--- src/hdl/tkt_pkg.sv ---
package tkt_pkg;

    // Field widths fixed by the item formats.
    localparam int FUNC_W  = 2;
    localparam int TAG_W   = 32;
    localparam int CAND_W  = 32;
    localparam int VALUE_W = 31;
    localparam int RANK_W  = 7;

    // Default number of table slots.
    localparam int DEF_ENTRIES = 36;

    // Function codes carried in the input item.
    localparam logic [FUNC_W-1:0] FUNC_OFFER  = 2'd0;
    localparam logic [FUNC_W-1:0] FUNC_REPORT = 2'd1;
    localparam logic [FUNC_W-1:0] FUNC_CLEAR  = 2'd2;

    typedef struct packed {
        logic [FUNC_W-1:0]        func;
        logic [TAG_W-1:0]         candidate_tag;
        logic signed [CAND_W-1:0] candidate_value;
    } t_in_item;

    typedef struct packed {
        logic [RANK_W-1:0]  place_rank;
        logic [TAG_W-1:0]   entry_tag;
        logic [VALUE_W-1:0] entry_value;
        logic               last_entry;
    } t_out_item;

endpackage

--- src/hdl/tkt_ram.sv ---
module tkt_ram #(
    parameter int WIDTH = 8,
    parameter int DEPTH = 16
) (
    input  logic                     i_clk,
    input  logic                     i_we,
    input  logic [$clog2(DEPTH)-1:0] i_waddr,
    input  logic [WIDTH-1:0]         i_wdata,
    input  logic [$clog2(DEPTH)-1:0] i_raddr,
    output logic [WIDTH-1:0]         o_rdata
);

    logic [WIDTH-1:0] r_mem [DEPTH];
    logic [WIDTH-1:0] r_rdata;

    // One write port and one read port with registered read data.
    always_ff @(posedge i_clk) begin
        if (i_we) begin
            r_mem[i_waddr] <= i_wdata;
        end
        r_rdata <= r_mem[i_raddr];
    end

    assign o_rdata = r_rdata;

endmodule

--- src/hdl/top_k_tracker.sv ---
// Top-K tracker: keeps ENTRIES (tag, value) slots, all zero after reset. An offer scans the
// slot memory once through one comparator to find the first smallest value and replaces that
// slot when the offered value is non-negative and strictly greater; it holds the input off
// until the scan and the write are done. A report emits every slot ordered by value
// descending, then tag ascending, with competition ranks. Each result costs one full scan
// of the memory plus the output transfer, which can stall. A clear only resets the slots
// and needs no scan. The single read port of the slot memory is why each result needs its
// own full scan. The input is ready only while idle.
module top_k_tracker #(
    parameter int ENTRIES = tkt_pkg::DEF_ENTRIES
) (
    input  logic               i_clk,
    input  logic               i_rst_n,
    input  logic               i_in_valid,
    output logic               o_in_ready,
    input  tkt_pkg::t_in_item  i_in_data,
    output logic               o_out_valid,
    input  logic               i_out_ready,
    output tkt_pkg::t_out_item o_out_data
);
    import tkt_pkg::*;

    localparam int IW    = $clog2(ENTRIES);
    localparam int CW    = $clog2(ENTRIES + 1);
    localparam int KEY_W = VALUE_W + TAG_W + IW;
    localparam int MEM_W = VALUE_W + TAG_W;

    localparam logic [CW-1:0] CNT_LAST = CW'(ENTRIES);
    localparam logic [IW-1:0] POS_LAST = IW'(ENTRIES - 1);

    typedef enum logic [1:0] {
        S_IDLE,
        S_SCAN,
        S_WRITE,
        S_EMIT
    } t_state;

    t_state             r_state;
    t_in_item           r_item;
    logic               r_report;
    logic [CW-1:0]      r_cnt;
    logic [IW-1:0]      r_rd_idx;
    logic               r_rd_bit;
    logic [ENTRIES-1:0] r_valid;
    logic [VALUE_W-1:0] r_best_val;
    logic [IW-1:0]      r_best_idx;
    logic [KEY_W-1:0]   r_best_key;
    logic               r_have;
    logic [KEY_W-1:0]   r_prev_key;
    logic [IW-1:0]      r_pos;
    t_out_item          r_out;

    logic [VALUE_W-1:0] n_best_val;
    logic [IW-1:0]      n_best_idx;
    logic [KEY_W-1:0]   n_best_key;
    logic               n_have;

    logic [IW-1:0]      rd_addr;
    logic [MEM_W-1:0]   ram_q;
    logic               ram_we;
    logic [VALUE_W-1:0] d_val;
    logic [KEY_W-1:0]   d_key;
    logic               d_eligible;
    logic               replace;
    logic [VALUE_W-1:0] best_key_val;

    // Slot memory: value in the upper bits, tag in the lower bits.
    tkt_ram #(
        .WIDTH (MEM_W),
        .DEPTH (ENTRIES)
    ) u_slots (
        .i_clk   (i_clk),
        .i_we    (ram_we),
        .i_waddr (r_best_idx),
        .i_wdata ({r_item.candidate_value[VALUE_W-1:0], r_item.candidate_tag}),
        .i_raddr (rd_addr),
        .o_rdata (ram_q)
    );

    // Read address runs over the slots; the last scan cycle only drains read data.
    assign rd_addr = (r_cnt < CNT_LAST) ? r_cnt[IW-1:0] : '0;

    // A slot that was never written since reset or clear reads as zero.
    assign d_val = r_rd_bit ? ram_q[MEM_W-1:TAG_W] : '0;

    // Sort key: larger key reports first. Index breaks ties between identical pairs.
    assign d_key = {d_val, ~(r_rd_bit ? ram_q[TAG_W-1:0] : {TAG_W{1'b0}}), ~r_rd_idx};
    assign d_eligible = (r_pos == '0) || (d_key < r_prev_key);

    // Offer replaces the minimum when the candidate is non-negative and strictly greater.
    assign replace = !r_item.candidate_value[CAND_W-1]
                     && (r_item.candidate_value[VALUE_W-1:0] > r_best_val);
    assign ram_we  = (r_state == S_WRITE) && replace;

    // Shared comparator: running minimum for offers, next key below the last one for reports.
    always_comb begin
        n_best_val = r_best_val;
        n_best_idx = r_best_idx;
        n_best_key = r_best_key;
        n_have     = r_have;
        if (r_state == S_SCAN && r_cnt != '0) begin
            if (r_report) begin
                if (d_eligible && (!r_have || d_key > r_best_key)) begin
                    n_best_key = d_key;
                    n_have     = 1'b1;
                end
            end else if (r_cnt == CW'(1) || d_val < r_best_val) begin
                n_best_val = d_val;
                n_best_idx = r_rd_idx;
            end
        end
    end

    assign best_key_val = n_best_key[KEY_W-1 -: VALUE_W];

    // Sequencer and output register.
    always_ff @(posedge i_clk) begin
        if (!i_rst_n) begin
            r_state  <= S_IDLE;
            r_valid  <= '0;
            r_cnt    <= '0;
            r_have   <= 1'b0;
            r_pos    <= '0;
            r_report <= 1'b0;
        end else begin
            case (r_state)
                S_IDLE: begin
                    if (i_in_valid) begin
                        r_item <= i_in_data;
                        r_cnt  <= '0;
                        r_pos  <= '0;
                        r_have <= 1'b0;
                        case (i_in_data.func)
                            FUNC_OFFER: begin
                                r_report <= 1'b0;
                                r_state  <= S_SCAN;
                            end
                            FUNC_REPORT: begin
                                r_report <= 1'b1;
                                r_state  <= S_SCAN;
                            end
                            FUNC_CLEAR: begin
                                r_valid <= '0;
                            end
                            default: begin
                            end
                        endcase
                    end
                end
                S_SCAN: begin
                    r_rd_bit   <= r_valid[rd_addr];
                    r_rd_idx   <= rd_addr;
                    r_best_val <= n_best_val;
                    r_best_idx <= n_best_idx;
                    r_best_key <= n_best_key;
                    r_have     <= n_have;
                    if (r_cnt == CNT_LAST) begin
                        r_cnt <= '0;
                        if (r_report) begin
                            if (r_pos == '0
                                || best_key_val != r_prev_key[KEY_W-1 -: VALUE_W]) begin
                                r_out.place_rank <= RANK_W'(r_pos) + RANK_W'(1);
                            end
                            r_out.entry_tag   <= ~n_best_key[IW +: TAG_W];
                            r_out.entry_value <= best_key_val;
                            r_out.last_entry  <= (r_pos == POS_LAST);
                            r_state           <= S_EMIT;
                        end else begin
                            r_state <= S_WRITE;
                        end
                    end else begin
                        r_cnt <= r_cnt + CW'(1);
                    end
                end
                S_WRITE: begin
                    if (replace) begin
                        r_valid[r_best_idx] <= 1'b1;
                    end
                    r_state <= S_IDLE;
                end
                S_EMIT: begin
                    if (i_out_ready) begin
                        r_prev_key <= r_best_key;
                        r_have     <= 1'b0;
                        if (r_pos == POS_LAST) begin
                            r_state <= S_IDLE;
                        end else begin
                            r_pos   <= r_pos + IW'(1);
                            r_state <= S_SCAN;
                        end
                    end
                end
                default: begin
                    r_state <= S_IDLE;
                end
            endcase
        end
    end

    assign o_in_ready  = (r_state == S_IDLE);
    assign o_out_valid = (r_state == S_EMIT);
    assign o_out_data  = r_out;

endmodule

--- config.mk ---
export PLATFORM = sky130hd
export DESIGN_NAME = top_k_tracker
export DESIGN_NICKNAME = d
export VERILOG_FILES = /design/src/hdl/tkt_pkg.sv /design/src/hdl/tkt_ram.sv /design/src/hdl/top_k_tracker.sv
export SDC_FILE = /design/constraint.sdc
export NUM_CORES = 2
export LEC_CHECK = 0
export ABC_AREA = 1
export BUFFER_PORTS_ARGS = -buffer_cell sky130_fd_sc_hd__buf_2
export CAP_MARGIN = 20
export CORE_ASPECT_RATIO = 0.6
export CORE_MARGIN = 8
export CORE_UTILIZATION = 60
export DETAILED_ROUTE_END_ITERATION = 7
export GPL_ROUTABILITY_DRIVEN = 0
export PLACE_DENSITY_LB_ADDON = 0.12
export SYNTH_ARGS = -nofsm -noshare
export SYNTH_HDL_FRONTEND = slang
export SYNTH_SLANG_ARGS = --single-unit
--- constraint.sdc ---
create_clock -name i_clk -period 20.4 [get_ports i_clk]
set_input_delay 0 -clock i_clk [delete_from_list [all_inputs] [get_ports i_clk]]
set_output_delay 0 -clock i_clk [all_outputs]
set_load 0.01 [all_outputs]
# Yosys cells after proc, flatten, opt, wreduce, memory -nomap -nowiden
# Memories as Yosys holds them, arrays and structs flattened. A register that Yosys moved wholly into a read port is not among the register bits.
# Index checks and enable logic that the tools add are counted.
# classes
addsub	3
n_lt_le_gt_ge	8
n_eq_ne	19
n_mux	36
n_bitwise	5
reduce_logical	34
# ops
cell	count
two-way mux 69 bit	3
two-way mux 36 bit	3
one-hot mux 36 bit (2 select lines)	1
> comparator 69 bit	1
< comparator 69 bit	1
inverter 32 bit	2
OR 36 bit	1
two-way mux 32 bit	1
> comparator 31 bit	1
< comparator 31 bit	1
two-way mux 31 bit	1
!= test 31 bit	1
two-way mux 6 bit	5
one-hot mux 6 bit (2 select lines)	2
AND reduction 4 bit	4
AND reduction 5 bit	3
< comparator 6 x 7 -> 1 bit (second input constant)	2
adder 6 x 1 -> 6 bit (second input constant)	2
equality test 6 bit (second input constant)	2
two-way mux 1 bit	11
!= test 2 x 1 -> 1 bit (second input constant)	5
!= test 2 bit (second input constant)	5
AND reduction 3 bit	3
two-way mux 2 bit	4
other kinds (24)	40
# word_totals
register_bits	369
ramBits	2268
in_bits	70
output_inout_bits	73
wordCells	125
mem_count	1
# mem_list
memory	depth	word_bits	rd	rd_clocked_by_memory_dff	wr	line	text
u_slots.r_mem	36	63	1	1	1	tkt_ram.sv:13	logic [WIDTH-1:0] r_mem [DEPTH];

# Longest topological paths before layout
# depth
depth_word	11
mapped_depth	31
depth_no_buf	27

# Modules after synthesis
# Synthesis repeated with hierarchy kept, for this count alone.
# hier_totals
hier_cells	9418
area_unflattened_um2	111371.8
# by_module_without_submodules
module	n_inst	cells_each	area_per_inst_um2	seq_area_each_um2
tkt_ram	1	7367	91748.0	69366.5
top_k_tracker	1	2051	19623.8	10560.1

# Worst setup path before layout
# OpenSTA, ideal clock, no wires.
# synth_path
kind	reg-to-reg
start	register r_cnt[0]
end	register r_out (netlist bit o_out_data[64]), enable pin
setup_time_ns	0.364
arrival_time_ns	6.826
setup_slack_ns	13.211
stages_incl_launch_ff	11
synth_period_minus_slack_ns	7.189
path_cell_list	dfxtp_1 > clkbuf_1 > inv_2 > clkbuf_1 > buf_1 > clkbuf_1 > ha_1 > nand4_1 > nor3_1 > inv_1 > nor2_1
# synth_between
elab_chain_cells	6
word_cells_on_any_way	7
classes_between	eq/ne (2); mux (1); reduce/logical (4)
# synth_lines
element	line	text
start, declared	top_k_tracker.sv:41	logic [CW-1:0] r_cnt;
start signal, assigned	top_k_tracker.sv:172	r_cnt <= r_cnt + CW'(1);
nonzero test 6 bit	top_k_tracker.sv:101	if (r_state == S_SCAN && r_cnt != '0) begin
logical AND 1 bit	top_k_tracker.sv:101	
two-way mux 69 bit	top_k_tracker.sv:101	
!= test 31 bit	top_k_tracker.sv:161	|| best_key_val != r_prev_key[KEY_W-1 -: VALUE_W]) begin
logical OR 1 bit	top_k_tracker.sv:161	
AND reduction 5 bit (no source line) (*)	-	
end, declared	top_k_tracker.sv:51	t_out_item r_out;
# Mark *: on every way between the ends. The rest lies on a longest branch, timed or not.
# A chain may end at the register's enable or synchronous reset.

# Final worst setup path
# layout_path
start	register r_cnt[3]
end	register u_slots.r_rdata[49], in the netlist u_slots.o_rdata[49] (read register of u_slots.r_mem)
# layout_between
elab_chain_cells	2
# layout_lines
element	line	text
< comparator 6 bit	top_k_tracker.sv:81	assign rd_addr = (r_cnt < CNT_LAST) ? r_cnt[IW-1:0] : '0;
two-way mux 6 bit (*)	top_k_tracker.sv:81	
end, declared	tkt_ram.sv:14	logic [WIDTH-1:0] r_rdata;
# Marks and branches as above.

==> results.md <==
### Critical path
• **CP Capture Type** register
• **arrival time of data at the critical path endpoint** 6.61 ns
• **critical-path maximum fanout** 149
• **classification of the worst setup path** reg -> reg
• **critical path launch point type** register
• **critical path required time** 21.19 ns

### Power
• **overall power consumption** 13.2 mW
• **Combinational Power Share** 17.2%
• **net switching share of the total power** 29.1%
• **Pleak** 41.3 nW
• **part of the total power dissipated in the clock network** 33.2%
• **worst IR drop on VDD** 0.0907 mV
• **power dissipated by switching net loads** 3.84 mW
• **internal power** 9.35 mW
• **Pwr Density** 109 nW/um2
• **fraction of power consumed by sequential logic** 49.6%

### Global route
• **GR Overflow Total** 0
• **wire length of the first global-routing pass** 464,000 um
• **maximum number of pins on one net before global-route repair** 182
• **Tot GR Track Use** 32.1%
• **antenna violations before repair** 15
• **via count of the first global-routing pass** 67,600

### Yosys
• **mean cell area of the mapped netlist** 13.5 um2
• **Post-Syn Area** 109,000 um2
• **sequential share of the synthesized area** 73.7%
• **number of flops mapped to enable cells by yosys** 2,585
• **net count after synthesis** 8,289
• **synthesized instance count** 8,012
• **number of synthesized register bits** 2,700
• **count of yosys warnings during synthesis** 0
• **proportion of register bits with asynchronous set or reset after synthesis** 0%
• **Yosys cell types** 47
• **Most used DFF post-synth** sky130_fd_sc_hd__edfxtp_1

### STA
• **crit path setup slack, layout** 14.58 ns
• **final worst-path cycle share** 28.5%
• **worst rel slew slack** 21.7%
• **number of endpoints failing setup at the final stage** 0
• **Fin Clk Skew** 0.0638 ns
• **Worst Hold Slack** 0.0448 ns
• **worst-margin pin slew** 1.17 ns
• **total negative setup slack** 0 ns
• **setup repair after global routing missed its margin** false
• **highest clock rate** 0.172 GHz
• **Slew Viols, Final** 0
• **count of final hold-check violations** 0
• **min cycle time layout** 5.82 ns

### Route
• **total length of routed wires** 322,000 um
• **Vias/cell** 6.66
• **number of design-rule violations left by the first detailed-router iteration** 11,600
• **detailed-route wire length per cell** 29.9 um
• **detailed-routing iteration count for the pre-antenna-repair pass** 8
• **total number of vias** 71,800
• **antenna viol nets, final** 0
• **remaining design rule violation count** 1

### Clock network
• **Bufs on Longest Clock Path** 4
• **Num Clock Sinks** 2,700
• **cts bufs inserted** 237
• **clock tree from TritonCTS** built
• **post-cts repair resize count** 0
• **post-CTS setup buffer count** 0
• **clock transition at the registers of the reported paths** 0.07 ns
• **worst skew pair latency** 0.89 ns
• **root buffer cell** sky130_fd_sc_hd__clkbuf_16
• **total number of H-tree levels** 4

### Layout
• **NumNets Final** 8,470
• **proportion of layout cells with a drive suffix above 1** 8.89%
• **Area Growth Syn to Fin** 11.5%
• **leading cell types in the layout, fill and taps excluded** 2,585 x sky130_fd_sc_hd__edfxtp_1, 1,557 x sky130_fd_sc_hd__nand2_1, 477 x sky130_fd_sc_hd__a21oi_1, 469 x sky130_fd_sc_hd__nand3_1, 468 x sky130_fd_sc_hd__o221ai_1
• **layout filler cell count** 12,700
• **number of cells in the finished layout apart from fillers** 10,800
• **leading cell type in the layout, fill and taps excluded** sky130_fd_sc_hd__edfxtp_1

### Floorplanning
• **placeable core area** 180,000 um2
• **initial core utilization** 60.1%
• **horizontal die dimension** 565 um
• **Ports** 143
• **Vert. Die Dim** 345 um
• **standard-cell row count** 121
• **Die Footprint** 195,000 um2

### Flow run
• **max-capacitance violation count** 0

### Place
• **half-perimeter wire length of the detailed placement result** 168,000 um
• **number of port buffers** 142
• **post-placement worst setup slack** 14.78 ns
• **cell count after placement** 10,200

### Min path
• **worst min-delay path category** in -> reg

### Run status
• **run status** finished, violations left
• **violations in the final reports** design-rule violations

final timing paths:
kind	startpoint	to	slack [ns]	cells past startpoint
worst max-delay path	r_cnt[3]	u_slots.o_rdata[49]	14.58	14
worst min-delay path	i_in_valid	r_cnt[1]	0.04	6
worst max register to register	r_cnt[3]	u_slots.o_rdata[49]	14.58	14
worst min register to register	r_valid[18]	r_valid[18]	0.45	2
routing by layer:
metal  vias to the layer above  global-route usage, %  part of all wire [%]
li1                      30800                      -                     -
met1                     35400                   48.3                    40
met2                      4981                   46.1                    43
met3                       624                   8.36                    14
met4                         4                   10.1                   3.3
met5                         -                      0                0.0096
cell families after synthesis:
group / synth area share, %
flops: 73.7
fa+ha+maj: 2.39
simple gates: 9.47
xor+xnor: 0.0404
buf+inv: 3.34
compound gates: 11.1
power groups by stage:
stage | Clock (mW) | Sequential, mW | Combinational, mW
floorplan | 0 | 6.53 | 1.50
global placement | 0 | 6.67 | 2.10
detailed placement | 0 | 6.67 | 2.15
CTS | 4.40 | 6.55 | 2.18
global route | 4.61 | 6.54 | 2.48
finish | 4.38 | 6.54 | 2.27
state kept, by name, summed over array words and instances (netlist names), 2 cells and up:
register and count:
u_slots.o_rdata 63, r_pos 6, r_item 64, r_best_idx 6, r_rd_idx 6, u_slots.r_mem 2268, r_cnt 6, r_best_val 31
r_state 2, r_prev_key 69, r_valid 36, r_best_key 69, o_out_data 71
worst max-delay path, cell delays in order (launching register included):
cell	delay [ns]
sky130_fd_sc_hd__dfxtp_1	0.33
sky130_fd_sc_hd__nor2_1	0.26
sky130_fd_sc_hd__nand2_1	0.17
sky130_fd_sc_hd__nand2_1	0.16
sky130_fd_sc_hd__nand2_4	0.40
sky130_fd_sc_hd__inv_8	0.79
sky130_fd_sc_hd__buf_4	0.85
sky130_fd_sc_hd__buf_4	0.68
sky130_fd_sc_hd__buf_4	0.73
sky130_fd_sc_hd__a21oi_1	0.16
sky130_fd_sc_hd__a32o_1	0.25
sky130_fd_sc_hd__nand2_1	0.12
sky130_fd_sc_hd__nand3_1	0.09
sky130_fd_sc_hd__a221o_1	0.46
sky130_fd_sc_hd__nand2_1	0.08
Yosys cell counts (2+ instances only):
master | instances | share of area, %
sky130_fd_sc_hd__clkbuf_1 | 328 | 1.1
sky130_fd_sc_hd__a211oi_1 | 8 | 0.055
sky130_fd_sc_hd__inv_2 | 9 | 0.031
sky130_fd_sc_hd__o21a_1 | 4 | 0.028
sky130_fd_sc_hd__a221o_1 | 47 | 0.43
sky130_fd_sc_hd__o31ai_1 | 2 | 0.014
sky130_fd_sc_hd__a221oi_1 | 4 | 0.032
sky130_fd_sc_hd__o221ai_1 | 468 | 3.8
sky130_fd_sc_hd__a31o_2 | 6 | 0.048
sky130_fd_sc_hd__and3_1 | 2 | 0.012
sky130_fd_sc_hd__buf_6 | 2 | 0.021
sky130_fd_sc_hd__a21o_1 | 8 | 0.055
sky130_fd_sc_hd__o22ai_1 | 45 | 0.26
sky130_fd_sc_hd__a32o_1 | 215 | 2.0
sky130_fd_sc_hd__buf_2 | 143 | 0.66
sky130_fd_sc_hd__ha_1 | 207 | 2.4
sky130_fd_sc_hd__nand2_2 | 10 | 0.058
sky130_fd_sc_hd__a21oi_1 | 478 | 2.2
sky130_fd_sc_hd__nor3_1 | 66 | 0.30
sky130_fd_sc_hd__nor2_2 | 3 | 0.017
sky130_fd_sc_hd__nor2_1 | 258 | 0.89
sky130_fd_sc_hd__o21ai_1 | 2 | 0.0092
sky130_fd_sc_hd__o311ai_0 | 4 | 0.032
sky130_fd_sc_hd__o21bai_1 | 3 | 0.021
sky130_fd_sc_hd__xor2_1 | 5 | 0.040
sky130_fd_sc_hd__nand4_1 | 97 | 0.56
sky130_fd_sc_hd__nor4_1 | 4 | 0.023
sky130_fd_sc_hd__inv_1 | 364 | 1.3
sky130_fd_sc_hd__o211ai_1 | 40 | 0.28
sky130_fd_sc_hd__a31oi_1 | 98 | 0.56
sky130_fd_sc_hd__edfxtp_1 | 2585 | 72
sky130_fd_sc_hd__dfxtp_1 | 115 | 2.1
sky130_fd_sc_hd__o21ai_0 | 277 | 1.3
sky130_fd_sc_hd__nand2_1 | 1558 | 5.4
sky130_fd_sc_hd__buf_1 | 66 | 0.23
sky130_fd_sc_hd__nand3_1 | 470 | 2.2
metrics by stage:
stage / util, % / cell area, um2
4_1_cts: 66.8 / 121000
6_report: 67.0 / 121000
2_1_floorplan: - / 109000
3_5_place_dp: 61.9 / 112000
5_1_grt: 67.0 / 121000
3_3_place_gp: 61.9 / 112000
final cells by class:
cell class | count | area [um2] | area share [%]
diodes | 10 | 25.0 | 0.0207
multi-input cells | 4399 | 25200 | 20.8
clock inverters | 115 | 927 | 0.766
flip-flops and latches | 2700 | 79900 | 66.1
well taps | 2398 | 3000 | 2.48
inverters | 374 | 1440 | 1.19
repair buffers | 481 | 3960 | 3.27
clock buffers | 318 | 6480 | 5.35
what timing repair did:
| item | CTS | global route |
|---|---|---|
| hold endpoints to repair | 134 | 0 |
| hold buffers | 140 | 0 |
| endpoints found under the setup margin | 0 | 0 |
No activity file was read; power rests on OpenSTA's default activity.
